$ cat src/ess_pkg.sv
// Package for the exchange sort engine: element type, widths and shared
// control structs. No dependencies.
package ess_pkg;

    localparam int VALUE_W = 16;

    typedef logic signed [VALUE_W-1:0] t_value;

    // Back end tells the front end that a store bank may be refilled.
    typedef struct packed {
        logic valid;
        logic bank;
    } t_release;

endpackage

$ cat src/ess_if.sv
// Handshake interfaces for the exchange sort engine's input and result channels.
// Depends on ess_pkg.
interface ess_in_if import ess_pkg::*; ();
    logic   valid;
    logic   ready;
    t_value value;
    logic   is_last;

    modport source (output valid, output value, output is_last, input ready);
    modport sink (input valid, input value, input is_last, output ready);
endinterface

interface ess_out_if import ess_pkg::*; ();
    logic   valid;
    logic   ready;
    t_value sorted_value;
    logic   final_res;
    logic   dropped;

    modport source (output valid, output sorted_value, output final_res, output dropped,
                    input ready);
    modport sink (input valid, input sorted_value, input final_res, input dropped,
                  output ready);
endinterface

$ cat src/ess_ram.sv
// Generic single-write, single-read RAM with registered read data.
// No dependencies.
module ess_ram #(
    parameter int WIDTH = 16,
    parameter int DEPTH = 16
) (
    input  logic                     i_clk,
    input  logic                     i_we,
    input  logic [$clog2(DEPTH)-1:0] i_waddr,
    input  logic [WIDTH-1:0]         i_wdata,
    input  logic                     i_re,
    input  logic [$clog2(DEPTH)-1:0] i_raddr,
    output logic [WIDTH-1:0]         o_rdata
);
    logic [WIDTH-1:0] r_mem [DEPTH];
    logic [WIDTH-1:0] r_rdata;

    always_ff @(posedge i_clk) begin
        if (i_we) begin
            r_mem[i_waddr] <= i_wdata;
        end
        if (i_re) begin
            r_rdata <= r_mem[i_raddr];
        end
    end

    assign o_rdata = r_rdata;
endmodule

$ cat src/ess_queue.sv
// Two-entry queue of batch descriptors between the front and back ends.
// No dependencies.
module ess_queue #(
    parameter int WIDTH = 8
) (
    input  logic             i_clk,
    input  logic             i_rst_n,
    input  logic             i_push,
    input  logic [WIDTH-1:0] i_data,
    input  logic             i_pop,
    output logic             o_valid,
    output logic [WIDTH-1:0] o_data
);
    logic [WIDTH-1:0] r_mem [2];
    logic             r_wp;
    logic             r_rp;
    logic [1:0]       r_cnt;
    logic [1:0]       n_cnt;

    always_comb begin
        n_cnt = r_cnt;
        if (i_push && !i_pop) begin
            n_cnt = r_cnt + 2'd1;
        end else if (i_pop && !i_push) begin
            n_cnt = r_cnt - 2'd1;
        end
    end

    always_ff @(posedge i_clk) begin
        if (!i_rst_n) begin
            r_wp  <= 1'b0;
            r_rp  <= 1'b0;
            r_cnt <= 2'd0;
        end else begin
            r_cnt <= n_cnt;
            if (i_push) begin
                r_wp <= ~r_wp;
            end
            if (i_pop) begin
                r_rp <= ~r_rp;
            end
        end
    end

    always_ff @(posedge i_clk) begin
        if (i_push) begin
            r_mem[r_wp] <= i_data;
        end
    end

    assign o_valid = (r_cnt != 2'd0);
    assign o_data  = r_mem[r_rp];
endmodule

$ cat src/ess_front.sv
// Front end: accepts requests, appends values to the current store bank and
// hands a finished batch to the queue. Depends on ess_pkg and ess_if.
module ess_front import ess_pkg::*; #(
    parameter int DEPTH = 16
) (
    input  logic                       i_clk,
    input  logic                       i_rst_n,
    ess_in_if.sink                     i_in,
    input  t_release                   i_release,
    output logic                       o_we,
    output logic                       o_wbank,
    output logic [$clog2(DEPTH)-1:0]   o_waddr,
    output t_value                     o_wdata,
    output logic                       o_push,
    output logic [$clog2(DEPTH+1)+1:0] o_desc
);
    localparam int AW = $clog2(DEPTH);
    localparam int CW = $clog2(DEPTH + 1);

    logic          r_wbank;
    logic [CW-1:0] r_cnt;
    logic          r_ovf;
    logic [1:0]    r_busy;
    logic [1:0]    n_busy;
    logic          accept;
    logic          room;
    logic [CW-1:0] cnt_after;
    logic          ovf_after;

    assign i_in.ready = !r_busy[r_wbank];
    assign accept     = i_in.valid && i_in.ready;
    assign room       = (r_cnt < CW'(DEPTH));
    assign cnt_after  = room ? CW'(r_cnt + 1'b1) : r_cnt;
    assign ovf_after  = r_ovf | !room;

    assign o_we    = accept && room;
    assign o_wbank = r_wbank;
    assign o_waddr = r_cnt[AW-1:0];
    assign o_wdata = i_in.value;
    assign o_push  = accept && i_in.is_last;
    assign o_desc  = {r_wbank, cnt_after, ovf_after};

    always_comb begin
        n_busy = r_busy;
        if (i_release.valid) begin
            n_busy[i_release.bank] = 1'b0;
        end
        if (o_push) begin
            n_busy[r_wbank] = 1'b1;
        end
    end

    always_ff @(posedge i_clk) begin
        if (!i_rst_n) begin
            r_wbank <= 1'b0;
            r_cnt   <= '0;
            r_ovf   <= 1'b0;
            r_busy  <= 2'b00;
        end else begin
            r_busy <= n_busy;
            if (accept) begin
                if (i_in.is_last) begin
                    r_cnt   <= '0;
                    r_ovf   <= 1'b0;
                    r_wbank <= ~r_wbank;
                end else begin
                    r_cnt <= cnt_after;
                    r_ovf <= ovf_after;
                end
            end
        end
    end
endmodule

$ cat src/ess_back.sv
// Back end: sorts one stored batch by exchange passes and emits it through
// an output register. Depends on ess_pkg and ess_if.
module ess_back import ess_pkg::*; #(
    parameter int DEPTH = 16
) (
    input  logic                       i_clk,
    input  logic                       i_rst_n,
    input  logic                       i_q_valid,
    input  logic [$clog2(DEPTH+1)+1:0] i_q_desc,
    output logic                       o_pop,
    output logic                       o_bank,
    output logic                       o_re,
    output logic [$clog2(DEPTH)-1:0]   o_raddr,
    input  t_value                     i_rdata,
    output logic                       o_we,
    output logic [$clog2(DEPTH)-1:0]   o_waddr,
    output t_value                     o_wdata,
    output t_release                   o_release,
    ess_out_if.source                  o_out
);
    localparam int AW = $clog2(DEPTH);
    localparam int CW = $clog2(DEPTH + 1);

    localparam logic [2:0] ST_IDLE = 3'd0;
    localparam logic [2:0] ST_RD_I = 3'd1;
    localparam logic [2:0] ST_LD_I = 3'd2;
    localparam logic [2:0] ST_SCAN = 3'd3;
    localparam logic [2:0] ST_EMIT = 3'd4;

    logic [2:0]    r_state, n_state;
    logic          r_bank, n_bank;
    logic [CW-1:0] r_n, n_n;
    logic          r_ovf, n_ovf;
    logic [CW-1:0] r_i, n_i;
    logic [CW-1:0] r_j, n_j;
    t_value        r_cur, n_cur;
    logic          r_ov, n_ov;
    t_value        r_val, n_val;
    logic          r_fin, n_fin;
    logic          r_drop, n_drop;
    logic [CW-1:0] i_next;
    logic [CW-1:0] j_next;

    assign i_next = CW'(r_i + 1'b1);
    assign j_next = CW'(r_j + 1'b1);

    always_comb begin
        n_state   = r_state;
        n_bank    = r_bank;
        n_n       = r_n;
        n_ovf     = r_ovf;
        n_i       = r_i;
        n_j       = r_j;
        n_cur     = r_cur;
        n_ov      = r_ov && !o_out.ready;
        n_val     = r_val;
        n_fin     = r_fin;
        n_drop    = r_drop;
        o_pop     = 1'b0;
        o_re      = 1'b0;
        o_raddr   = r_i[AW-1:0];
        o_we      = 1'b0;
        o_waddr   = r_j[AW-1:0];
        o_wdata   = r_cur;
        o_release = '{valid: 1'b0, bank: r_bank};
        case (r_state)
            ST_IDLE: begin
                if (i_q_valid) begin
                    o_pop   = 1'b1;
                    n_bank  = i_q_desc[CW+1];
                    n_n     = i_q_desc[CW:1];
                    n_ovf   = i_q_desc[0];
                    n_i     = '0;
                    n_state = ST_RD_I;
                end
            end
            ST_RD_I: begin
                o_re    = 1'b1;
                o_raddr = r_i[AW-1:0];
                n_state = ST_LD_I;
            end
            ST_LD_I: begin
                n_cur = i_rdata;
                n_j   = i_next;
                if (i_next < r_n) begin
                    o_re    = 1'b1;
                    o_raddr = i_next[AW-1:0];
                    n_state = ST_SCAN;
                end else begin
                    n_state = ST_EMIT;
                end
            end
            ST_SCAN: begin
                // A smaller later element takes the place of the running minimum.
                if (i_rdata < r_cur) begin
                    o_we    = 1'b1;
                    o_waddr = r_j[AW-1:0];
                    o_wdata = r_cur;
                    n_cur   = i_rdata;
                end
                if (j_next < r_n) begin
                    o_re    = 1'b1;
                    o_raddr = j_next[AW-1:0];
                    n_j     = j_next;
                end else begin
                    n_state = ST_EMIT;
                end
            end
            ST_EMIT: begin
                if (!r_ov || o_out.ready) begin
                    n_ov   = 1'b1;
                    n_val  = r_cur;
                    n_fin  = (i_next == r_n);
                    n_drop = r_ovf;
                    if (i_next == r_n) begin
                        o_release = '{valid: 1'b1, bank: r_bank};
                        n_state   = ST_IDLE;
                    end else begin
                        n_i     = i_next;
                        n_state = ST_RD_I;
                    end
                end
            end
            default: begin
                n_state = ST_IDLE;
            end
        endcase
    end

    always_ff @(posedge i_clk) begin
        if (!i_rst_n) begin
            r_state <= ST_IDLE;
            r_ov    <= 1'b0;
        end else begin
            r_state <= n_state;
            r_ov    <= n_ov;
        end
    end

    always_ff @(posedge i_clk) begin
        r_bank <= n_bank;
        r_n    <= n_n;
        r_ovf  <= n_ovf;
        r_i    <= n_i;
        r_j    <= n_j;
        r_cur  <= n_cur;
        r_val  <= n_val;
        r_fin  <= n_fin;
        r_drop <= n_drop;
    end

    assign o_bank             = r_bank;
    assign o_out.valid        = r_ov;
    assign o_out.sorted_value = r_val;
    assign o_out.final_res    = r_fin;
    assign o_out.dropped      = r_drop;
endmodule

$ cat src/exchange_sort_engine.sv
// Exchange sort engine: batch sorter for signed 16-bit values.
// Depends on ess_pkg, ess_if, ess_ram, ess_queue, ess_front and ess_back.
//
// Input channel i_in carries one value per request; a request with is_last set
// closes the batch. Up to DEPTH values are kept; further values of the same
// batch are discarded and every result of that batch then carries dropped.
// Results leave on o_out, smallest first, with final_res on the last one.
// Requests that do not close a batch produce no results.
//
// The store has two banks. While the back end sorts and emits one batch, the
// front end loads the next into the other bank; the input stalls only when
// both banks hold batches still waiting to be emitted.
// Each sorting pass fetches its first value, scans the remaining values with one
// store read per cycle, then places the pass minimum in the output register.
// A stalled receiver simply holds the output register; sorting waits on it.
// Reset empties both banks, the queue and the output register.
module exchange_sort_engine import ess_pkg::*; #(
    parameter int DEPTH = 16
) (
    input  logic      i_clk,
    input  logic      i_rst_n,
    ess_in_if.sink    i_in,
    ess_out_if.source o_out
);
    localparam int AW = $clog2(DEPTH);
    localparam int CW = $clog2(DEPTH + 1);
    localparam int DW = CW + 2;

    logic          f_we;
    logic          f_wbank;
    logic [AW-1:0] f_waddr;
    t_value        f_wdata;
    logic          q_push;
    logic [DW-1:0] q_wdesc;
    logic          q_valid;
    logic [DW-1:0] q_rdesc;
    logic          b_pop;
    logic          b_bank;
    logic          b_re;
    logic [AW-1:0] b_raddr;
    logic          b_we;
    logic [AW-1:0] b_waddr;
    t_value        b_wdata;
    t_release      release_req;
    t_value        bank_rdata [2];

    ess_front #(.DEPTH(DEPTH)) u_front (
        .i_clk     (i_clk),
        .i_rst_n   (i_rst_n),
        .i_in      (i_in),
        .i_release (release_req),
        .o_we      (f_we),
        .o_wbank   (f_wbank),
        .o_waddr   (f_waddr),
        .o_wdata   (f_wdata),
        .o_push    (q_push),
        .o_desc    (q_wdesc)
    );

    ess_queue #(.WIDTH(DW)) u_queue (
        .i_clk   (i_clk),
        .i_rst_n (i_rst_n),
        .i_push  (q_push),
        .i_data  (q_wdesc),
        .i_pop   (b_pop),
        .o_valid (q_valid),
        .o_data  (q_rdesc)
    );

    ess_back #(.DEPTH(DEPTH)) u_back (
        .i_clk     (i_clk),
        .i_rst_n   (i_rst_n),
        .i_q_valid (q_valid),
        .i_q_desc  (q_rdesc),
        .o_pop     (b_pop),
        .o_bank    (b_bank),
        .o_re      (b_re),
        .o_raddr   (b_raddr),
        .i_rdata   (bank_rdata[b_bank]),
        .o_we      (b_we),
        .o_waddr   (b_waddr),
        .o_wdata   (b_wdata),
        .o_release (release_req),
        .o_out     (o_out)
    );

    // The front end only ever writes a bank that the back end has released,
    // so each bank's single write port is shared without conflict.
    for (genvar k = 0; k < 2; k++) begin : g_bank
        logic          front_sel;
        logic          we;
        logic [AW-1:0] waddr;
        t_value        wdata;
        logic          re;
        logic [VALUE_W-1:0] rdata;

        assign front_sel = f_we && (f_wbank == 1'(k));
        assign we        = front_sel || (b_we && (b_bank == 1'(k)));
        assign waddr     = front_sel ? f_waddr : b_waddr;
        assign wdata     = front_sel ? f_wdata : b_wdata;
        assign re        = b_re && (b_bank == 1'(k));

        ess_ram #(.WIDTH(VALUE_W), .DEPTH(DEPTH)) u_ram (
            .i_clk   (i_clk),
            .i_we    (we),
            .i_waddr (waddr),
            .i_wdata (wdata),
            .i_re    (re),
            .i_raddr (b_raddr),
            .o_rdata (rdata)
        );

        assign bank_rdata[k] = t_value'(rdata);
    end
endmodule

$ cat src/flat_wrapper.sv
// flat-port wrapper written by rule: the top's interface ports become plain ports
module exchange_sort_engine_flat import ess_pkg::*;
#(
    parameter int DEPTH = 16
)
  (i_clk, i_rst_n, i_in_valid, i_in_value, i_in_is_last, i_in_ready, o_out_valid, o_out_sorted_value, o_out_final_res, o_out_dropped, o_out_ready);
  ess_in_if i_in_i ();
  ess_out_if o_out_i ();
  input  logic i_clk;
  input  logic i_rst_n;
  input wire logic [$bits(i_in_i.valid)-1:0] i_in_valid;
  input wire logic [$bits(i_in_i.value)-1:0] i_in_value;
  input wire logic [$bits(i_in_i.is_last)-1:0] i_in_is_last;
  output wire logic [$bits(i_in_i.ready)-1:0] i_in_ready;
  output wire logic [$bits(o_out_i.valid)-1:0] o_out_valid;
  output wire logic [$bits(o_out_i.sorted_value)-1:0] o_out_sorted_value;
  output wire logic [$bits(o_out_i.final_res)-1:0] o_out_final_res;
  output wire logic [$bits(o_out_i.dropped)-1:0] o_out_dropped;
  input wire logic [$bits(o_out_i.ready)-1:0] o_out_ready;
  assign i_in_i.valid = i_in_valid;
  assign i_in_i.value = i_in_value;
  assign i_in_i.is_last = i_in_is_last;
  assign i_in_ready = i_in_i.ready;
  assign o_out_valid = o_out_i.valid;
  assign o_out_sorted_value = o_out_i.sorted_value;
  assign o_out_final_res = o_out_i.final_res;
  assign o_out_dropped = o_out_i.dropped;
  assign o_out_i.ready = o_out_ready;
  exchange_sort_engine #(.DEPTH(DEPTH)) u_core (.i_clk(i_clk), .i_rst_n(i_rst_n), .i_in(i_in_i), .o_out(o_out_i));
endmodule
$ cat config.mk
export PLATFORM = sky130hd
export DESIGN_NAME = exchange_sort_engine_flat
export DESIGN_NICKNAME = d
export VERILOG_FILES = /design/src/ess_pkg.sv /design/src/ess_if.sv /design/src/ess_ram.sv /design/src/ess_queue.sv /design/src/ess_front.sv /design/src/ess_back.sv /design/src/exchange_sort_engine.sv /design/src/flat_wrapper.sv
export SDC_FILE = /design/constraint.sdc
export NUM_CORES = 1
export LEC_CHECK = 0
export ABC_CLOCK_PERIOD_IN_PS = 10860
export BUFFER_PORTS_ARGS = -buffer_cell sky130_fd_sc_hd__buf_4
export CAP_MARGIN = 5
export CORE_MARGIN = 2
export CORE_UTILIZATION = 65
export DETAILED_ROUTE_END_ITERATION = 10
export GPL_ROUTABILITY_DRIVEN = 0
export PLACE_DENSITY = 0.8
export SYNTH_ARGS = -nofsm -noshare
export SYNTH_HDL_FRONTEND = slang
export SYNTH_SLANG_ARGS = --single-unit
$ cat constraint.sdc
create_clock -name i_clk -period 10.86 [get_ports i_clk]
set_clock_uncertainty 0.1 [all_clocks]
set_input_delay 0 -clock i_clk [delete_from_list [all_inputs] [get_ports i_clk]]
set_output_delay 0 -clock i_clk [all_outputs]
set_load 0.01 [all_outputs]
==> Implementation_results.wiki <==
{| class="wikitable"
! Metric !! Value
|-
| WL final || 69500 um
|-
| Total number of vias || 17500
|-
| Inserted Diodes || 0
|-
| Cell row count || 73
|-
| Routed length per placed instance || 28.2 um
|-
| Overall die height || 205 um
|-
| Floorplan die width || 205 um
|-
| Async set-reset flop share out of synthesis || 0
|-
| Count of state elements after synthesis || 626
|-
| Post-synthesis to final-layout area growth || 11.6%
|-
| CTS max path bufs || 3
|-
| Worst supply voltage drop on vdd || 0.000258 V
|-
| Initial core utilization || 0.660
|-
| Total DRC errors in the routed layout || 0
|-
| Share of layout cells above drive strength 1 || 0.138
|-
| Length in cells of the worst reg-to-reg path || 15
|-
| Crit path max-delay cell type || sky130_fd_sc_hd__buf_4
|-
| Portion of the post-synthesis area used by sequential elements || 0.709
|-
| Via count of the first global-routing pass || 17000
|-
| Worst endpoint required time || 11060 ps
|-
| Boundary Pins || 41
|-
| Worst-Margin Slew || 1280 ps
|-
| Ordered cell list for the critical path || ha_1 > nand3_1 > xor2_1 > inv_1 > ha_1 > nand4_1 > o211a_1 > nand3_1 > o21a_4 > buf_4 > buf_4 > a21boi_0 > o311ai_0 > o32a_1 > o311ai_1
|-
| Number of enable flip-flop cells after synthesis || 609
|-
| Setup Viol. Count Final || 0
|-
| Signal arrival time at the worst endpoint || 5810 ps
|-
| Max Clk Rate || 178 MHz
|-
| Largest stage delay, worst path || 700 ps
|-
| Via-to-Cell Ratio || 7.08
|-
| Power density normalized to cell area || 280 nW/um2
|-
| Netlist area before placement || 26300 um2
|-
| Syn avg cell area || 14.3 um2
|-
| CTS tree || yes
|-
| Clock latency on the worst-skew pair || 620 ps
|-
| Status || completed
|-
| Total core area || 39800 um2
|-
| Total global-route track usage || 0.333
|-
| Nature of the critical path startpoint || register
|-
| Detailed Place HPWL || 38000 um
|-
| Total number of clock tree sinks || 626
|-
| Critical Setup Path Class || register to register
|-
| RSZ-0062 raised after global routing || no
|-
| Worst reg2reg endpoint || u_core.g_bank[1].u_ram.o_rdata[7]$_DFFE_PP_
|-
| Endpoint type of the worst setup path || register
|-
| Final critical delay including setup and external delays || 5610 ps
|-
| Initial detailed-routing violation count || 2949
|-
| Initial antenna violation count || 0
|-
| Number of nets produced by synthesis || 1884
|-
| Pin count of the biggest net entering global routing || 99
|-
| Number of instances in the synthesized netlist || 1835
|-
| Fraction of the cycle the final worst path needs || 0.516
|-
| Port bufs || 40
|-
| Min-delay worst type || input port to register
|-
| Max-Cap Viols || 0
|-
| Total number of nets in the final design || 1946
|-
| Worst reg2reg setup slack || 5250 ps
|-
| FILL cells || 2354
|-
| Hold Path Origin || o_out_ready
|-
| Cell leakage power || 10.1 nW
|-
| Instance count along the most critical hold path || 4
|-
| Count of buffer and inverter cells on the critical path || 3
|-
| Clock-pin slew on the worst setup and hold paths || 70 ps
|-
| Main synth FF type || sky130_fd_sc_hd__edfxtp_1
|-
| Hold Worst Slack || 175 ps
|-
| CTS resizes || 0
|-
| Number of endpoints with negative hold slack in the final report || 0
|-
| Biggest fanout along the worst timing path || 79
|-
| Netlist cell types || 66
|-
| Count of antenna-violating nets left after detailed routing || 0
|-
| Iteration count of the initial detailed-routing pass || 6
|-
| Max transition margin || 0.148
|-
| Worst reg2reg path startpoint || u_core.u_back.r_i[0]$_SDFFCE_PN0P_
|-
| Number of max-slew violations in the final report || 0
|-
| Dominant delay contributor by cell family on the critical path || compound AO/OA/AOI/OAI gates
|-
| First-pass GRT wire length || 103000 um
|-
| Total global routing overflow || 0
|-
| Die Footprint || 42000 um2
|-
| Setup Total Neg Slack || 0 ps
|-
| Synthesis warning total || 0
|-
| Hold path endpoint || u_core.u_back.o_out.valid$_SDFF_PN0_
|-
| Total clock buffers created by CTS || 59
|-
| Number of levels the H-tree was split into || 2
|-
| Root Driver || sky130_fd_sc_hd__clkbuf_16
|}
-- worst max-delay path by stage --
stage | start | end | depth (start not counted) | slack (ps)
3_3_place_gp | u_core.u_back.r_i[0]$_SDFFCE_PN0P_ | u_core.g_bank[0].u_ram.o_rdata[13]$_DFFE_PP_ | 14 | 5830
6_report | u_core.u_back.r_i[0]$_SDFFCE_PN0P_ | u_core.g_bank[1].u_ram.o_rdata[7]$_DFFE_PP_ | 15 | 5250
4_1_cts | u_core.u_back.r_i[0]$_SDFFCE_PN0P_ | u_core.g_bank[1].u_ram.o_rdata[7]$_DFFE_PP_ | 15 | 5420
3_5_place_dp | u_core.u_back.r_i[0]$_SDFFCE_PN0P_ | u_core.g_bank[1].u_ram.o_rdata[7]$_DFFE_PP_ | 15 | 5550
5_1_grt | u_core.u_back.r_i[0]$_SDFFCE_PN0P_ | u_core.g_bank[1].u_ram.o_rdata[7]$_DFFE_PP_ | 15 | 5050
2_1_floorplan | u_core.u_back.o_bank$_DFFE_PP_ | u_core.g_bank[0].u_ram.r_mem[4][0]$_DFFE_PP_ | 12 | 6780
-- logic make-up (layout without fill, tap and decap cells) --
logic type / count (synthesis) / in the layout / share of synthesized area
AND/OR/NAND/NOR: 382 / 382 / 0.0753
flip-flops: 626 / 626 / 0.709
XOR/XNOR: 13 / 13 / 0.00433
AO/OA/AOI/OAI: 578 / 578 / 0.156
adder cells (fa/ha/maj): 28 / 28 / 0.0133
buffers and inverters: 181 / 286 / 0.0304
multiplexers: 27 / 27 / 0.0115
-- layer usage --
layer | track usage | vias to the layer above | share of wire
met1 | 0.463 | 8519 | 0.37
met5 | 0 | - | 0
li1 | - | 7367 | -
met2 | 0.514 | 1353 | 0.46
met3 | 0.0765 | 215 | 0.13
met4 | 0.138 | 0 | 0.042
-- flip-flops by register name, summed over array words and instances (netlist names) --
register and cells:
u_core.g_bank.u_ram.o_rdata 32, u_core.g_bank.u_ram.r_mem 512, u_core.u_back.o_bank 1, u_core.u_back.o_out.dropped 1, u_core.u_back.o_out.final_res 1, u_core.u_back.o_out.sorted_value 16
u_core.u_back.o_out.valid 1, u_core.u_back.r_cur 16, u_core.u_back.r_i 5, u_core.u_back.r_j 5, u_core.u_back.r_n 5, u_core.u_back.r_ovf 1
u_core.u_back.r_state 3, u_core.u_front.o_wbank 1, u_core.u_front.r_busy 2, u_core.u_front.r_cnt 5, u_core.u_front.r_ovf 1, u_core.u_queue.r_cnt 2
u_core.u_queue.r_mem 14, u_core.u_queue.r_rp 1, u_core.u_queue.r_wp 1
-- report_power, final --
group,switching (mW),leakage (nW),internal (mW),total [mW]
logic,2.11,3.63,1.02,3.14
clock network,0.852,0.862,1.08,1.93
registers,0.104,5.65,3.02,3.12
total,3.07,10.1,5.13,8.19
-- synthesized netlist by cell type, types with 4 or more instances --
cell | instances | share of area
sky130_fd_sc_hd__dfxtp_1 | 17 | 0.013
sky130_fd_sc_hd__o32a_1 | 17 | 0.0065
sky130_fd_sc_hd__a32oi_1 | 38 | 0.013
sky130_fd_sc_hd__edfxtp_1 | 609 | 0.70
sky130_fd_sc_hd__inv_1 | 36 | 0.0051
sky130_fd_sc_hd__nor3_1 | 11 | 0.0021
sky130_fd_sc_hd__a211o_1 | 54 | 0.018
sky130_fd_sc_hd__o21a_1 | 4 | 0.0011
sky130_fd_sc_hd__o311ai_1 | 26 | 0.0087
sky130_fd_sc_hd__o21ai_0 | 79 | 0.015
sky130_fd_sc_hd__a22oi_1 | 11 | 0.0031
sky130_fd_sc_hd__ha_1 | 28 | 0.013
sky130_fd_sc_hd__buf_2 | 40 | 0.0076
sky130_fd_sc_hd__a21o_1 | 68 | 0.019
sky130_fd_sc_hd__and2_1 | 12 | 0.0029
sky130_fd_sc_hd__buf_1 | 7 | 0.0010
sky130_fd_sc_hd__buf_6 | 5 | 0.0021
sky130_fd_sc_hd__and3_1 | 126 | 0.030
sky130_fd_sc_hd__nand2_1 | 94 | 0.013
sky130_fd_sc_hd__nor4_1 | 4 | 0.00095
sky130_fd_sc_hd__a21oi_1 | 110 | 0.021
sky130_fd_sc_hd__xor2_1 | 5 | 0.0017
sky130_fd_sc_hd__o211ai_1 | 10 | 0.0029
sky130_fd_sc_hd__mux2_2 | 25 | 0.011
sky130_fd_sc_hd__a21boi_0 | 24 | 0.0069
sky130_fd_sc_hd__nor2b_1 | 7 | 0.0017
sky130_fd_sc_hd__a211oi_1 | 91 | 0.026
sky130_fd_sc_hd__buf_4 | 8 | 0.0023
sky130_fd_sc_hd__nand3_1 | 37 | 0.0070
sky130_fd_sc_hd__xnor2_1 | 8 | 0.0027
sky130_fd_sc_hd__nor2_1 | 64 | 0.0091
sky130_fd_sc_hd__a31oi_1 | 14 | 0.0033
sky130_fd_sc_hd__o311ai_0 | 16 | 0.0053
sky130_fd_sc_hd__nand2b_1 | 8 | 0.0019
sky130_fd_sc_hd__clkbuf_1 | 84 | 0.012
-- stage by stage --
step | cell area, um2 | std cells | setup WS (ps) | utilization | power [mW]
after floorplan | 26300 | 1835 | 6780 | - | 5.26
after global placement | 27300 | 2338 | 5830 | 0.686 | 6.06
after detailed placement | 27300 | 2338 | 5550 | 0.686 | 6.18
after CTS | 29300 | 2465 | 5420 | 0.736 | 8.11
after global routing | 29300 | 2465 | 5050 | 0.736 | 8.50
final | 29300 | 2465 | 5250 | 0.736 | 8.19
-- layout make-up --
class                           count  area [um2]  area share
Clock inverter                     32         239     0.00815
Timing Repair Buffer              146        1150      0.0394
Sequential cell                   626       18600       0.636
Clock buffer                       72        1530      0.0520
Multi-Input combinational cell   1028        6970       0.238
Tap cell                          525         657      0.0224
Inverter                           36         135     0.00461
-- cell usage in the layout (no fill, tap or decap), types with 16 or more instances in the layout --
| master | netlist | routed |
|---|---|---|
| sky130_fd_sc_hd__nor2_2 | 0 | 24 |
| sky130_fd_sc_hd__clkinv_1 | 0 | 20 |
| sky130_fd_sc_hd__o32a_1 | 17 | 17 |
| sky130_fd_sc_hd__and3_1 | 126 | 126 |
| sky130_fd_sc_hd__a32oi_1 | 38 | 38 |
| sky130_fd_sc_hd__mux2_2 | 25 | 25 |
| sky130_fd_sc_hd__nand3_1 | 37 | 37 |
| sky130_fd_sc_hd__a211o_1 | 54 | 54 |
| sky130_fd_sc_hd__o311ai_1 | 26 | 26 |
| sky130_fd_sc_hd__ha_1 | 28 | 28 |
| sky130_fd_sc_hd__a21o_1 | 68 | 68 |
| sky130_fd_sc_hd__a211oi_1 | 91 | 91 |
| sky130_fd_sc_hd__dfxtp_1 | 17 | 17 |
| sky130_fd_sc_hd__dlygate4sd3_1 | 0 | 23 |
| sky130_fd_sc_hd__buf_4 | 8 | 123 |
| sky130_fd_sc_hd__edfxtp_1 | 609 | 609 |
| sky130_fd_sc_hd__clkbuf_16 | 0 | 59 |
| sky130_fd_sc_hd__o21ai_0 | 79 | 78 |
| sky130_fd_sc_hd__o311ai_0 | 16 | 16 |
| sky130_fd_sc_hd__a21boi_0 | 24 | 24 |
| sky130_fd_sc_hd__inv_1 | 36 | 36 |
| sky130_fd_sc_hd__nor2_1 | 64 | 40 |
| sky130_fd_sc_hd__nand2_1 | 94 | 93 |
| sky130_fd_sc_hd__a21oi_1 | 110 | 110 |
-- worst register-to-register path: cells and delay by family (launching register included) --
kind	cells	cell delay (ps)
AO/OA/AOI/OAI	6	1960
buffers and inverters	3	1390
adder cells (fa/ha/maj)	2	620
flip-flops	1	520
AND/OR/NAND/NOR	3	440
XOR/XNOR	1	260
-- what timing repair did --
action,CTS,global route
buffers inserted,0,0
hold buffers,23,0
endpoints found under the setup margin,0,0
endpoints found under the hold margin,520,0
Note: power is estimated with default switching activity, not from simulation.
